===== src/rtl/core/refraction_direction_macros.svh =====
// assertion macros for the refraction direction block
// expects i_clk and i_rst_n in the scope where a macro is used
`ifndef REFRACTION_DIRECTION_MACROS_SVH
`define REFRACTION_DIRECTION_MACROS_SVH

// same-cycle implication, held off while in reset
`define RFD_ASSERT_IMPLY(label, ante, cons, msg) \
    label: assert property (@(posedge i_clk) disable iff (!i_rst_n) (ante) |-> (cons)) \
        else $error(msg);

// next-cycle implication, held off while in reset
`define RFD_ASSERT_NEXT(label, ante, cons, msg) \
    label: assert property (@(posedge i_clk) disable iff (!i_rst_n) (ante) |=> (cons)) \
        else $error(msg);

`endif


===== src/rtl/core/rfd_pkg.sv =====
// shared widths, constants and types for the refraction direction block
// no dependencies; imported by every module of the block
`default_nettype none

package rfd_pkg;

    // fixed point format and field widths
    localparam int FRAC_BITS = 14;
    localparam int ONE       = 1 << FRAC_BITS;
    localparam int IN_W      = 16;
    localparam int OUT_W     = 18;
    localparam int OUT_MAX   = (1 << (OUT_W - 1)) - 1;
    localparam int OUT_MIN   = -(1 << (OUT_W - 1));

    // stream packing
    localparam int IN_TDATA_W  = 8 * IN_W;
    localparam int OUT_TDATA_W = ((3 * OUT_W + 7) / 8) * 8;

    // intermediate widths
    localparam int PROD_W = 2 * IN_W;                  // 16x16 product
    localparam int NCP_W  = PROD_W + 1;                // unsigned x signed product
    localparam int OM_W   = PROD_W - FRAC_BITS + 2;    // 1 - c^2
    localparam int NSQ_W  = PROD_W - FRAC_BITS;        // n^2
    localparam int DP_W   = NSQ_W + 1 + OM_W;          // n^2 (1 - c^2)
    localparam int DISC_W = DP_W - FRAC_BITS + 1;
    localparam int RAD_W  = DISC_W - 1 + FRAC_BITS;    // clamped disc scaled up
    localparam int NC_W   = NCP_W - FRAC_BITS;         // n*c and n*d after shift
    localparam int DOT_W  = PROD_W + 2;
    localparam int DOTM_W = DOT_W + IN_W;
    localparam int RT_W   = DOTM_W - (2 * FRAC_BITS - 1) + 1;

    // square root pipeline, a few result bits per stage
    localparam int SQ_PER_STAGE = 3;
    localparam int SQ_ITERS     = (((RAD_W + 1) / 2 + SQ_PER_STAGE - 1) / SQ_PER_STAGE)
                                  * SQ_PER_STAGE;
    localparam int SQ_STAGES    = SQ_ITERS / SQ_PER_STAGE;
    localparam int SQ_PAD_W     = 2 * SQ_ITERS;
    localparam int ROOT_W       = SQ_ITERS;
    localparam int REM_W        = ROOT_W + 3;

    localparam int K_W    = ((NC_W > ROOT_W + 1) ? NC_W : ROOT_W + 1) + 1;
    localparam int KM_W   = K_W + IN_W;
    localparam int SUM_W  = ((KM_W - FRAC_BITS + 2) > (RT_W + 1)) ?
                            (KM_W - FRAC_BITS + 2) : (RT_W + 1);

    // stage counts of the front and back ends
    localparam int FR_STAGES = 4;
    localparam int BK_STAGES = 3;

    typedef logic [2:0][IN_W-1:0] t_vec_in;
    typedef logic [2:0][OUT_W-1:0] t_vec_out;

    // per-item data that rides alongside the square root
    typedef struct packed {
        logic                  tir;
        logic                  refl;
        logic [NC_W-1:0]       nc;
        logic [2:0][NC_W-1:0]  nd;
        logic [2:0][IN_W-1:0]  m;
        logic [2:0][SUM_W-1:0] rv;
    } t_side;

endpackage

`default_nettype wire


===== src/rtl/core/rfd_back.sv =====
// back end: refraction coefficient, final products, select and saturate
// depends on rfd_pkg; its last stage is the output register
`default_nettype none

module rfd_back
    import rfd_pkg::*;
(
    input  wire logic                 i_clk,
    input  wire logic                 i_rst_n,
    input  wire logic                 i_valid,
    output logic                      o_ready,
    input  wire logic [ROOT_W-1:0]    i_root,
    input  wire t_side                i_side,
    output logic                      o_valid,
    input  wire logic                 i_ready,
    output t_vec_out                  o_out,
    output logic                      o_tir
);

    logic [BK_STAGES-1:0]    r_v;
    logic [BK_STAGES-1:0]    n_v;
    logic [BK_STAGES:0]      w_en;

    logic signed [K_W-1:0]   r_k;
    logic signed [K_W-1:0]   n_k;
    t_side                   r_s1_side;
    logic signed [KM_W-1:0]  r_km [3];
    logic signed [KM_W-1:0]  n_km [3];
    t_side                   r_s2_side;
    logic signed [SUM_W-1:0] w_sum [3];
    t_vec_out                r_out;
    t_vec_out                n_out;
    logic                    r_tir;

    // clamp to the signed output range
    function automatic logic [OUT_W-1:0] sat_out(input logic signed [SUM_W-1:0] s);
        if (s > SUM_W'(OUT_MAX)) begin
            return OUT_W'(OUT_MAX);
        end else if (s < SUM_W'(OUT_MIN)) begin
            return OUT_W'(OUT_MIN);
        end
        return s[OUT_W-1:0];
    endfunction

    // stall chain and valid bits
    always_comb begin
        w_en[BK_STAGES] = i_ready;
        for (int k = BK_STAGES - 1; k >= 0; k--) begin
            w_en[k] = !r_v[k] || w_en[k+1];
        end
        n_v[0] = w_en[0] ? i_valid : r_v[0];
        for (int k = 1; k < BK_STAGES; k++) begin
            n_v[k] = w_en[k] ? r_v[k-1] : r_v[k];
        end
    end

    always_ff @(posedge i_clk) begin
        if (!i_rst_n) begin
            r_v <= '0;
        end else begin
            r_v <= n_v;
        end
    end

    // stage 1: k = n*c - sqrt(disc)
    assign n_k = K_W'($signed(i_side.nc)) - K_W'($signed({1'b0, i_root}));

    always_ff @(posedge i_clk) begin
        if (w_en[0]) begin
            r_k       <= n_k;
            r_s1_side <= i_side;
        end
    end

    // stage 2: k times normal
    always_comb begin
        for (int i = 0; i < 3; i++) begin
            n_km[i] = KM_W'(r_k) * KM_W'($signed(r_s1_side.m[i]));
        end
    end

    always_ff @(posedge i_clk) begin
        if (w_en[1]) begin
            r_s2_side <= r_s1_side;
            for (int i = 0; i < 3; i++) begin
                r_km[i] <= n_km[i];
            end
        end
    end

    // stage 3: refracted or mirrored vector, saturated
    always_comb begin
        for (int i = 0; i < 3; i++) begin
            if (r_s2_side.refl) begin
                w_sum[i] = $signed(r_s2_side.rv[i]);
            end else begin
                w_sum[i] = SUM_W'($signed(r_s2_side.nd[i])) + SUM_W'(r_km[i] >>> FRAC_BITS);
            end
            n_out[i] = sat_out(w_sum[i]);
        end
    end

    always_ff @(posedge i_clk) begin
        if (w_en[2]) begin
            r_out <= n_out;
            r_tir <= r_s2_side.tir;
        end
    end

    assign o_ready = w_en[0];
    assign o_valid = r_v[BK_STAGES-1];
    assign o_out   = r_out;
    assign o_tir   = r_tir;

endmodule

`default_nettype wire


===== config.mk =====
export PLATFORM = sky130hd
export DESIGN_NAME = rfd_back
export DESIGN_NICKNAME = d
export VERILOG_FILES = /design/src/rtl/core/refraction_direction_macros.svh /design/src/rtl/core/rfd_pkg.sv /design/src/rtl/core/rfd_back.sv
export SDC_FILE = /design/constraint.sdc
export NUM_CORES = 2
export LEC_CHECK = 0
export ABC_AREA = 0
export BUFFER_PORTS_ARGS = -buffer_cell sky130_fd_sc_hd__buf_2
export CAP_MARGIN = 10
export CORE_MARGIN = 2
export CORE_UTILIZATION = 60
export DETAILED_ROUTE_END_ITERATION = 8
export HOLD_SLACK_MARGIN = 0.08
export PLACE_DENSITY_LB_ADDON = 0.1
export SYNTH_ARGS = -nofsm -noshare
export SYNTH_HDL_FRONTEND = slang
export SYNTH_SLANG_ARGS = --single-unit

===== constraint.sdc =====
create_clock -name i_clk -period 26.4 [get_ports i_clk]
set_input_delay 5.28 -clock i_clk [delete_from_list [all_inputs] [get_ports i_clk]]
set_output_delay 5.28 -clock i_clk [all_outputs]
set_load 0.02 [all_outputs]

==> impl_metrics.json <==
{
  "status": "finished clean",
  "synthArstFlopShare_pct": 0,
  "routed_wl_um": 136000,
  "worstSetupEndpointType": "output pin",
  "ys.flop_type": "edfxtp_1",
  "critPathLaunch": "i_ready",
  "ys_ff_latch": 484,
  "grt_max_degree": 119,
  "reg2reg_depth": 24,
  "ys_top_cells_by_area": "fa_1, edfxtp_1, inv_1",
  "ant_nets": 0,
  "path_max_fanout": 33,
  "synth.most_common_cell": "inv_1",
  "detail_route.iter0.violations": 2805,
  "htreeDepth": 2,
  "grt_pass1_vias": 41300,
  "drt_pass1_iterations": 5,
  "grt_pass1_wl_um": 221000,
  "ctsLongestPathBuffers": 3,
  "synth_edf_count": 481,
  "setup_viol": 0,
  "ys_warn_count": 0,
  "worstHoldStart": "r_s1_side[182]",
  "die_h_um": 317,
  "required_ns": 21.12,
  "clock.fmax_mhz": 82.2,
  "antenna_found_initial": 10,
  "place_hpwl_um": 104000,
  "tns_ns": 0,
  "tightest_slew_ns": 1.14,
  "rows": 114,
  "io_pins": 289,
  "syn_inst": 5677,
  "hp-class": "reg -> reg",
  "routedWlPerCell_um": 19.0,
  "hold_violations": 0,
  "holdPathStages": 0,
  "reg2reg_slack_ns": 17.85,
  "cts_resized": 0,
  "grt_setup_unrepaired": "false",
  "grt-ovfl-total": 0,
  "synth_common_cells": "inv_1, fa_1, nand2_1",
  "fin_nets": 7531,
  "yosysUniqueCellTypes": 75,
  "worstHoldEndpoint": "r_s2_side[182]",
  "avgSynthCellArea_um2": 10.3,
  "path_clk_slew_ns": 0.06,
  "port_buffers": 288,
  "slew-limit-headroom_pct": 24.3,
  "syn_to_final_growth_pct": 7.65,
  "drv_slew": 0,
  "yosysSeqAreaShare_pct": 24.7,
  "cts_hold_buffers": 0,
  "period_needed_ns": 12.16,
  "place.gp.congestion": 0.893,
  "worstSetupPathType": "in -> out",
  "synth_top_area_cell": "fa_1",
  "initial_utilization_pct": 60.6,
  "vias": 39100,
  "cts-root-buf": "clkbuf_16",
  "avgViaCountPerCell": 5.45,
  "drc": 0,
  "core_um2": 96900,
  "drv_cap": 0,
  "numCtsBuffers": 53,
  "die_area_um2": 100000,
  "die_x_um": 317,
  "fin_crit_sh_pct": 46.1,
  "fin_skew_ns": 0.0310,
  "netlist_area_um2": 58700,
  "crit_path_start_kind": "input port",
  "track_usage_pct": 28.6,
  "cts_sinks": 484,
  "r2r_end": "r_km[0][38]",
  "reg2reg_from": "r_k[11]",
  "cts_tree": "built",
  "syn_nets": 7366,
  "synth_top_area_share_pct": 36.9,
  "arrival_ns": 6.88,
  "drive_gt1_share_pct": 7.73,
  "clk_latency_ns": 0.67,
  "postCtsSetupBuffers": 0
}
[flip-flops by register name, indices dropped and copies added, names as in the netlist]
| register | count |
|---|---|
| o_out | 54 |
| o_tir | 1 |
| r_k | 23 |
| r_km | 75 |
| r_s1_side | 188 |
| r_s2_side | 140 |
| r_v | 3 |
[how the worst max path moves through the flow]
stage | slack, ns | endpoint
floorplan | 10.76 | o_ready
global placement | 14.36 | o_ready
detailed placement | 14.29 | o_ready
CTS | 14.27 | o_ready
global route | 14.14 | o_ready
finish | 14.24 | o_ready
[per-layer routing]
metal	global-route usage (%)	up-vias	wire (µm)
li1	-	17700	-
met1	41.1	19800	59100
met2	44.7	1372	62200
met3	5.76	204	11500
met4	7.75	6	3510
met5	0	-	55
[cells in the final DEF (no fill, tap or decap), drive strengths merged, types with 21 or more instances in the layout]
| master | count |
|---|---|
| inv | 1306 |
| xor2 | 39 |
| edfxtp | 481 |
| nor2 | 184 |
| clkinv | 23 |
| nand3 | 21 |
| nor2b | 27 |
| and2 | 437 |
| nor3 | 31 |
| nand2 | 681 |
| o21ai | 137 |
| xnor2 | 124 |
| ha | 376 |
| a21o | 54 |
| nand4 | 23 |
| fa | 1081 |
| a21oi | 162 |
| nand2b | 32 |
| o21a | 31 |
| buf | 351 |
| clkbuf | 60 |
[critical path, cell delays in order]
cell and delay, ns:
buf_2 0.10, nor2b_1 0.50, nand3_4 0.57, buf_2 0.38
[layout make-up]
type,instances,area (µm²)
Multi-Input combinational cell,3648,38400
Clock inverter,36,502
Inverter,1304,4890
Timing Repair Buffer,351,1930
Tap cell,1276,1600
Fill cell,7826,33700
Clock buffer,60,1350
Antenna cell,6,15.0
Sequential cell,484,14500
[through the flow]
step / setup slack [ns] / instances / cell area, µm² / util (%) / hold WS [ns]
after global placement: 14.36 / 7063 / 61300 / 63.3 / 0.401
final: 14.24 / 7165 / 63200 / 65.2 / 0.408
after global routing: 14.14 / 7164 / 63200 / 65.2 / 0.417
after floorplan: 10.76 / 5677 / 58700 / - / 0.400
after CTS: 14.27 / 7159 / 63100 / 65.2 / 0.418
after detailed placement: 14.29 / 7063 / 61300 / 63.3 / 0.405
[cell families after synthesis]
logic type,after synthesis,synth area share (%)
AOI/OAI and AO/OA,529,5.70
adders and majority gates,1457,44.9
muxes,13,0.230
and+or+nand+nor,1486,12.1
buffers and inverters,1545,9.92
xor gates and xnor gates,163,2.43
DFF,484,24.7
Power is left out: the tool's default activity adds up to more than one toggle a clock period on the data nets, which glitch-free logic cannot reach.
