$ cat config.mk
export PLATFORM = sky130hd
export DESIGN_NAME = rfd_sqrt
export DESIGN_NICKNAME = d
export VERILOG_FILES = /design/src/rtl/core/refraction_direction_macros.svh /design/src/rtl/core/rfd_pkg.sv /design/src/rtl/core/rfd_sqrt.sv
export SDC_FILE = /design/constraint.sdc
export NUM_CORES = 2
export LEC_CHECK = 0
export CAP_MARGIN = 0
export CORE_MARGIN = 8
export CORE_UTILIZATION = 63
export CTS_BUF_LIST = sky130_fd_sc_hd__clkbuf_4 sky130_fd_sc_hd__clkbuf_8 sky130_fd_sc_hd__clkbuf_16
export CTS_CLUSTER_DIAMETER = 200
export DETAILED_ROUTE_END_ITERATION = 10
export DONT_BUFFER_PORTS = 1
export PLACE_DENSITY = 0.82
export SLEW_MARGIN = 25
export SYNTH_ARGS = -nofsm -noshare
export SYNTH_HDL_FRONTEND = slang
export SYNTH_SLANG_ARGS = --single-unit
$ cat constraint.sdc
create_clock -name i_clk -period 10.4 [get_ports i_clk]
set_input_delay 1.56 -clock i_clk [delete_from_list [all_inputs] [get_ports i_clk]]
set_output_delay 1.56 -clock i_clk [all_outputs]
set_load 0.01 [all_outputs]
$ cat src/rtl/core/refraction_direction_macros.svh
// assertion macros for the refraction direction block
// expects i_clk and i_rst_n in the scope where a macro is used
`ifndef REFRACTION_DIRECTION_MACROS_SVH
`define REFRACTION_DIRECTION_MACROS_SVH

// same-cycle implication, held off while in reset
`define RFD_ASSERT_IMPLY(label, ante, cons, msg) \
    label: assert property (@(posedge i_clk) disable iff (!i_rst_n) (ante) |-> (cons)) \
        else $error(msg);

// next-cycle implication, held off while in reset
`define RFD_ASSERT_NEXT(label, ante, cons, msg) \
    label: assert property (@(posedge i_clk) disable iff (!i_rst_n) (ante) |=> (cons)) \
        else $error(msg);

`endif

$ cat src/rtl/core/rfd_pkg.sv
// shared widths, constants and types for the refraction direction block
// no dependencies; imported by every module of the block
`default_nettype none

package rfd_pkg;

    // fixed point format and field widths
    localparam int FRAC_BITS = 14;
    localparam int ONE       = 1 << FRAC_BITS;
    localparam int IN_W      = 16;
    localparam int OUT_W     = 18;
    localparam int OUT_MAX   = (1 << (OUT_W - 1)) - 1;
    localparam int OUT_MIN   = -(1 << (OUT_W - 1));

    // stream packing
    localparam int IN_TDATA_W  = 8 * IN_W;
    localparam int OUT_TDATA_W = ((3 * OUT_W + 7) / 8) * 8;

    // intermediate widths
    localparam int PROD_W = 2 * IN_W;                  // 16x16 product
    localparam int NCP_W  = PROD_W + 1;                // unsigned x signed product
    localparam int OM_W   = PROD_W - FRAC_BITS + 2;    // 1 - c^2
    localparam int NSQ_W  = PROD_W - FRAC_BITS;        // n^2
    localparam int DP_W   = NSQ_W + 1 + OM_W;          // n^2 (1 - c^2)
    localparam int DISC_W = DP_W - FRAC_BITS + 1;
    localparam int RAD_W  = DISC_W - 1 + FRAC_BITS;    // clamped disc scaled up
    localparam int NC_W   = NCP_W - FRAC_BITS;         // n*c and n*d after shift
    localparam int DOT_W  = PROD_W + 2;
    localparam int DOTM_W = DOT_W + IN_W;
    localparam int RT_W   = DOTM_W - (2 * FRAC_BITS - 1) + 1;

    // square root pipeline, a few result bits per stage
    localparam int SQ_PER_STAGE = 3;
    localparam int SQ_ITERS     = (((RAD_W + 1) / 2 + SQ_PER_STAGE - 1) / SQ_PER_STAGE)
                                  * SQ_PER_STAGE;
    localparam int SQ_STAGES    = SQ_ITERS / SQ_PER_STAGE;
    localparam int SQ_PAD_W     = 2 * SQ_ITERS;
    localparam int ROOT_W       = SQ_ITERS;
    localparam int REM_W        = ROOT_W + 3;

    localparam int K_W    = ((NC_W > ROOT_W + 1) ? NC_W : ROOT_W + 1) + 1;
    localparam int KM_W   = K_W + IN_W;
    localparam int SUM_W  = ((KM_W - FRAC_BITS + 2) > (RT_W + 1)) ?
                            (KM_W - FRAC_BITS + 2) : (RT_W + 1);

    // stage counts of the front and back ends
    localparam int FR_STAGES = 4;
    localparam int BK_STAGES = 3;

    typedef logic [2:0][IN_W-1:0] t_vec_in;
    typedef logic [2:0][OUT_W-1:0] t_vec_out;

    // per-item data that rides alongside the square root
    typedef struct packed {
        logic                  tir;
        logic                  refl;
        logic [NC_W-1:0]       nc;
        logic [2:0][NC_W-1:0]  nd;
        logic [2:0][IN_W-1:0]  m;
        logic [2:0][SUM_W-1:0] rv;
    } t_side;

endpackage

`default_nettype wire

$ cat src/rtl/core/rfd_sqrt.sv
// pipelined integer square root, a few result bits per stage
// depends on rfd_pkg; carries the per-item side data along
`default_nettype none

module rfd_sqrt
    import rfd_pkg::*;
(
    input  wire logic                 i_clk,
    input  wire logic                 i_rst_n,
    input  wire logic                 i_valid,
    output logic                      o_ready,
    input  wire logic [RAD_W-1:0]     i_rad,
    input  wire t_side                i_side,
    output logic                      o_valid,
    input  wire logic                 i_ready,
    output logic [ROOT_W-1:0]         o_root,
    output t_side                     o_side
);

    typedef struct packed {
        logic [REM_W-1:0]    rem;
        logic [ROOT_W-1:0]   root;
        logic [SQ_PAD_W-1:0] rad;
    } t_sq;

    logic [SQ_STAGES-1:0] r_v;
    logic [SQ_STAGES-1:0] n_v;
    logic [SQ_STAGES:0]   w_en;
    t_sq                  r_sq [SQ_STAGES];
    t_sq                  n_sq [SQ_STAGES];
    t_sq                  w_sq_in [SQ_STAGES];
    t_side                r_side [SQ_STAGES];
    t_side                w_side_in [SQ_STAGES];

    // one restoring step: bring down two radicand bits, try root*4+1
    function automatic t_sq sq_step(input t_sq a);
        t_sq              b;
        logic [REM_W-1:0] rem2;
        logic [REM_W-1:0] trial;
        rem2  = {a.rem[REM_W-3:0], a.rad[SQ_PAD_W-1 -: 2]};
        trial = {1'b0, a.root, 2'b01};
        b.rad = {a.rad[SQ_PAD_W-3:0], 2'b00};
        if (rem2 >= trial) begin
            b.rem  = rem2 - trial;
            b.root = {a.root[ROOT_W-2:0], 1'b1};
        end else begin
            b.rem  = rem2;
            b.root = {a.root[ROOT_W-2:0], 1'b0};
        end
        return b;
    endfunction

    // stall chain and valid bits
    always_comb begin
        w_en[SQ_STAGES] = i_ready;
        for (int k = SQ_STAGES - 1; k >= 0; k--) begin
            w_en[k] = !r_v[k] || w_en[k+1];
        end
        n_v[0] = w_en[0] ? i_valid : r_v[0];
        for (int k = 1; k < SQ_STAGES; k++) begin
            n_v[k] = w_en[k] ? r_v[k-1] : r_v[k];
        end
    end

    always_ff @(posedge i_clk) begin
        if (!i_rst_n) begin
            r_v <= '0;
        end else begin
            r_v <= n_v;
        end
    end

    // stage inputs and per-stage iterations
    always_comb begin
        for (int s = 0; s < SQ_STAGES; s++) begin
            if (s == 0) begin
                w_sq_in[s].rem  = '0;
                w_sq_in[s].root = '0;
                w_sq_in[s].rad  = SQ_PAD_W'(i_rad);
                w_side_in[s]    = i_side;
            end else begin
                w_sq_in[s]   = r_sq[s-1];
                w_side_in[s] = r_side[s-1];
            end
            n_sq[s] = w_sq_in[s];
            for (int j = 0; j < SQ_PER_STAGE; j++) begin
                n_sq[s] = sq_step(n_sq[s]);
            end
        end
    end

    always_ff @(posedge i_clk) begin
        for (int s = 0; s < SQ_STAGES; s++) begin
            if (w_en[s]) begin
                r_sq[s]   <= n_sq[s];
                r_side[s] <= w_side_in[s];
            end
        end
    end

    assign o_ready = w_en[0];
    assign o_valid = r_v[SQ_STAGES-1];
    assign o_root  = r_sq[SQ_STAGES-1].root;
    assign o_side  = r_side[SQ_STAGES-1];

endmodule

`default_nettype wire

==> results.md <==
* Worst setup endpoint: r_sq[5][64]
* Clk sinks at 1774
* Hold path cells at 0
* GRT Residual Overflow at 0
* Status: completed
* Number of synthesized flops with an enable pin at between 1500 and 2000
* WP data required at 10890 ps
* RR Startpoint: r_sq[4][44]
* DR WL/cell at 26.8 um
* Synth Area in Simple Gates at roughly 6.3%
* Static leakage at 29.4 nW
* Fmax at 109 MHz
* Peak supply drop at 0.217 mV
* Setup WS post-layout at between 1000 and 1500 ps
* Post-Syn Area at 0.0694 sq mm
* Worst-path clk slew at roughly 60 ps
* Nets@finish at slightly below 5000
* Cell accounting for the most synthesized area: edfxtp_1
* Period utilisation layout at between 80 and 90%
* Synth Area per Inst at 16.5 sq um
* Setup TNS at 0 ps
* Detail Placement HPWL at 100 mm
* Clock skew at 53.9 ps
* PortBufs at 0
* Reg2reg end: r_sq[5][64]
* First-pass DRT Iterations at 6
* Startpoint types: flop
* Clk_lat worst skew at 800 ps
* Bufs and invs on worst path at 6
* Min-delay worst type: flop to flop
* Stages on worst setup path at 35
* R2R setup slack at 1220 ps
* Antenna Violating Nets Remaining at 0
* Top cell type's share of synthesized area at between 70% and 80%
* Normalized max-slew margin at 28.2%
* Largest net degree at the start of global routing at 149
* I/O pins at 480
* CP Max Fanout at 32
* Initial Utilization at 63.6%
* # resized after CTS at 0
* Post-synth cell types at 97
* Placement Setup Slack at approximately 1300 ps
* Synth async-reset ratio at 0%
* Main combinational cell family by area after synthesis: compound AO/OA/AOI/OAI gates
* Synth Flop Type: edfxtp_1
* PwrDens at 255 mW/mm^2
* Final Hold Vio Count at 0
* CTS tree: yes
* CTS max path bufs at 3
* Post-synthesis adder-cell area fraction at around 4.1%
* Critical Path End Type: flop
* Layout cells sized above 1 at 9.31%
* R2R cell count at 35
* CP delay by family, top: compound AO/OA/AOI/OAI gates
* Crit path from: r_sq[4][44]
* GRT Total Usage at 25.5%
* Max stage delay on crit path at 510 ps
* Hold path start: r_side[1][24]
* Max-Cap Viols at 0
* CP max stage cell: a221oi_1
* Vias in the first global route at 36500
* Filler Cells Inserted at 6667
* Critical path type: flop to flop
* Initial antenna violation count at 36
* Design area at 0.0769 sq mm
* Compound-gate portion of the synthesized area at 7.31%
* DRC Markers at 0
* Cells after synthesis at about 4200
* RSZ-0062 raised after global routing: no
* Num CTS Buffers at 167
* CP Data Arrival Time at 9660 ps
* Full die area at 0.121 sq mm
* Multiplexer area fraction after synthesis at less than 1%
* CTS root buffer: clkbuf_16
* Vias at around 36000
* Gpl congestion at 0.868
* Yosys reg bits at between 1500 and 2000
* Max Slew Vio Count at 0
* Top post-synthesis cells by area: edfxtp_1, ha_1, xnor2_1
* Most numerous cell in the Yosys netlist: edfxtp_1
* DR iter-0 viols at 3313
* Tmin final at 9180 ps
* Yosys warns at 0
* Row count at 121
* H-tree depth at 4
* Die height at 348 um
* Detailed Route WL at 159 mm
* Syn_nets at 4689
* P&R area growth vs syn at 10.9%
* Post-CTS Hold Buffers at 0
* Worst-Margin Slew at 1060 ps
* Sequential cell area fraction in the yosys report at 76.7%
* First-pass GRT wire length at 232 mm
* Vias per cell at 6.16
* Total core area at 0.109 sq mm
* List of most frequent post-synthesis cells: edfxtp_1, a21oi_1, nor2_1
* Setup Fix Bufs, Post-CTS at 0
* # setup viols final at 0
* Die Width at 348 um
* Synth Area in XOR/XNOR at 3.23%
* Dpl cell area at 0.0712 sq mm
per-layer routing:
metal	global-route usage, %	wire length (um)	part of all wire (%)
met1	29.4	57600	36
met2	47.9	85900	54
met3	4.84	9950	6.3
met4	8.04	5090	3.2
met5	0	35	0.022
worst reg2reg max path: cells and delay by family, from the launching register on:
family | cells | cell delay [ps]
DFF | 1 | 480
AOI/OAI and AO/OA | 16 | 3390
adders and majority gates | 3 | 1230
and+or+nand+nor | 9 | 1920
buffers and inverters | 6 | 1620
muxes | 1 | 300
sequential cells by signal, summed over array words and instances (netlist names):
signal	cells
r_v	7
r_sq	318
r_side	1449
power breakdown:
part / leakage, nW / internal, W / switching [W]
logic: 7.97 / 0.00180 / 0.00269
registers: 18.6 / 0.00855 / 0.000368
clock network: 2.76 / 0.00349 / 0.00275
total: 29.4 / 0.0138 / 0.00581
worst min-delay path by stage:
stage	endpoint	slack [ps]
5_1_grt	r_side[4][52]	400
3_5_place_dp	r_side[1][120]	400
4_1_cts	r_side[4][52]	390
3_3_place_gp	r_side[2][122]	400
2_1_floorplan	r_side[1][0]	400
6_report	r_side[2][24]	390
cell type report:
cell class                      instances  area (sq um)  area share [%]
Antenna cell                           15          37.5          0.0488
Clock buffer                          195          4440            5.77
Clock inverter                        112          1200            1.57
Inverter                              177           694           0.903
Multi-Input combinational cell       2195         15200            19.8
Sequential cell                      1774         53200            69.2
Tap cell                             1414          1770            2.30
Timing Repair Buffer                   36           343           0.446
cell usage in the layout (no fill, tap or decap), types with 41 or more instances in the layout:
| cell type | Yosys | final |
|---|---|---|
| a21o_1 | 97 | 97 |
| edfxtp_1 | 1767 | 1767 |
| xnor2_1 | 174 | 174 |
| nor2_1 | 231 | 231 |
| clkbuf_16 | 0 | 170 |
| a21oi_1 | 241 | 241 |
| nor3_1 | 51 | 51 |
| xor2_1 | 82 | 82 |
| nand2_1 | 214 | 211 |
| ha_1 | 226 | 226 |
| o21a_1 | 43 | 43 |
| inv_1 | 171 | 167 |
| o21ai_0 | 157 | 157 |
| mux2_2 | 41 | 41 |
| nand3_1 | 66 | 66 |
metrics by stage:
step / power, W / std cells / utilization (%) / hold slack, ps
2_1_floorplan: 0.0123 / 4213 / - / 400
6_report: 0.0196 / 5918 / 70.6 / 393
4_1_cts: 0.0197 / 5902 / 70.5 / 392
5_1_grt: 0.0205 / 5909 / 70.6 / 395
3_3_place_gp: 0.0133 / 5594 / 65.3 / 400
3_5_place_dp: 0.0134 / 5595 / 65.3 / 405
kinds of logic (layout without fill, tap and decap cells):
group / after synthesis / count (layout)
compound gates: 788 / 788
xor+xnor: 256 / 256
fa+ha+maj: 226 / 226
buf+inv: 244 / 520
flops: 1774 / 1774
mux: 60 / 60
other cells: 1 / 16
simple gates: 864 / 864
(Power assumes the default switching activity.)
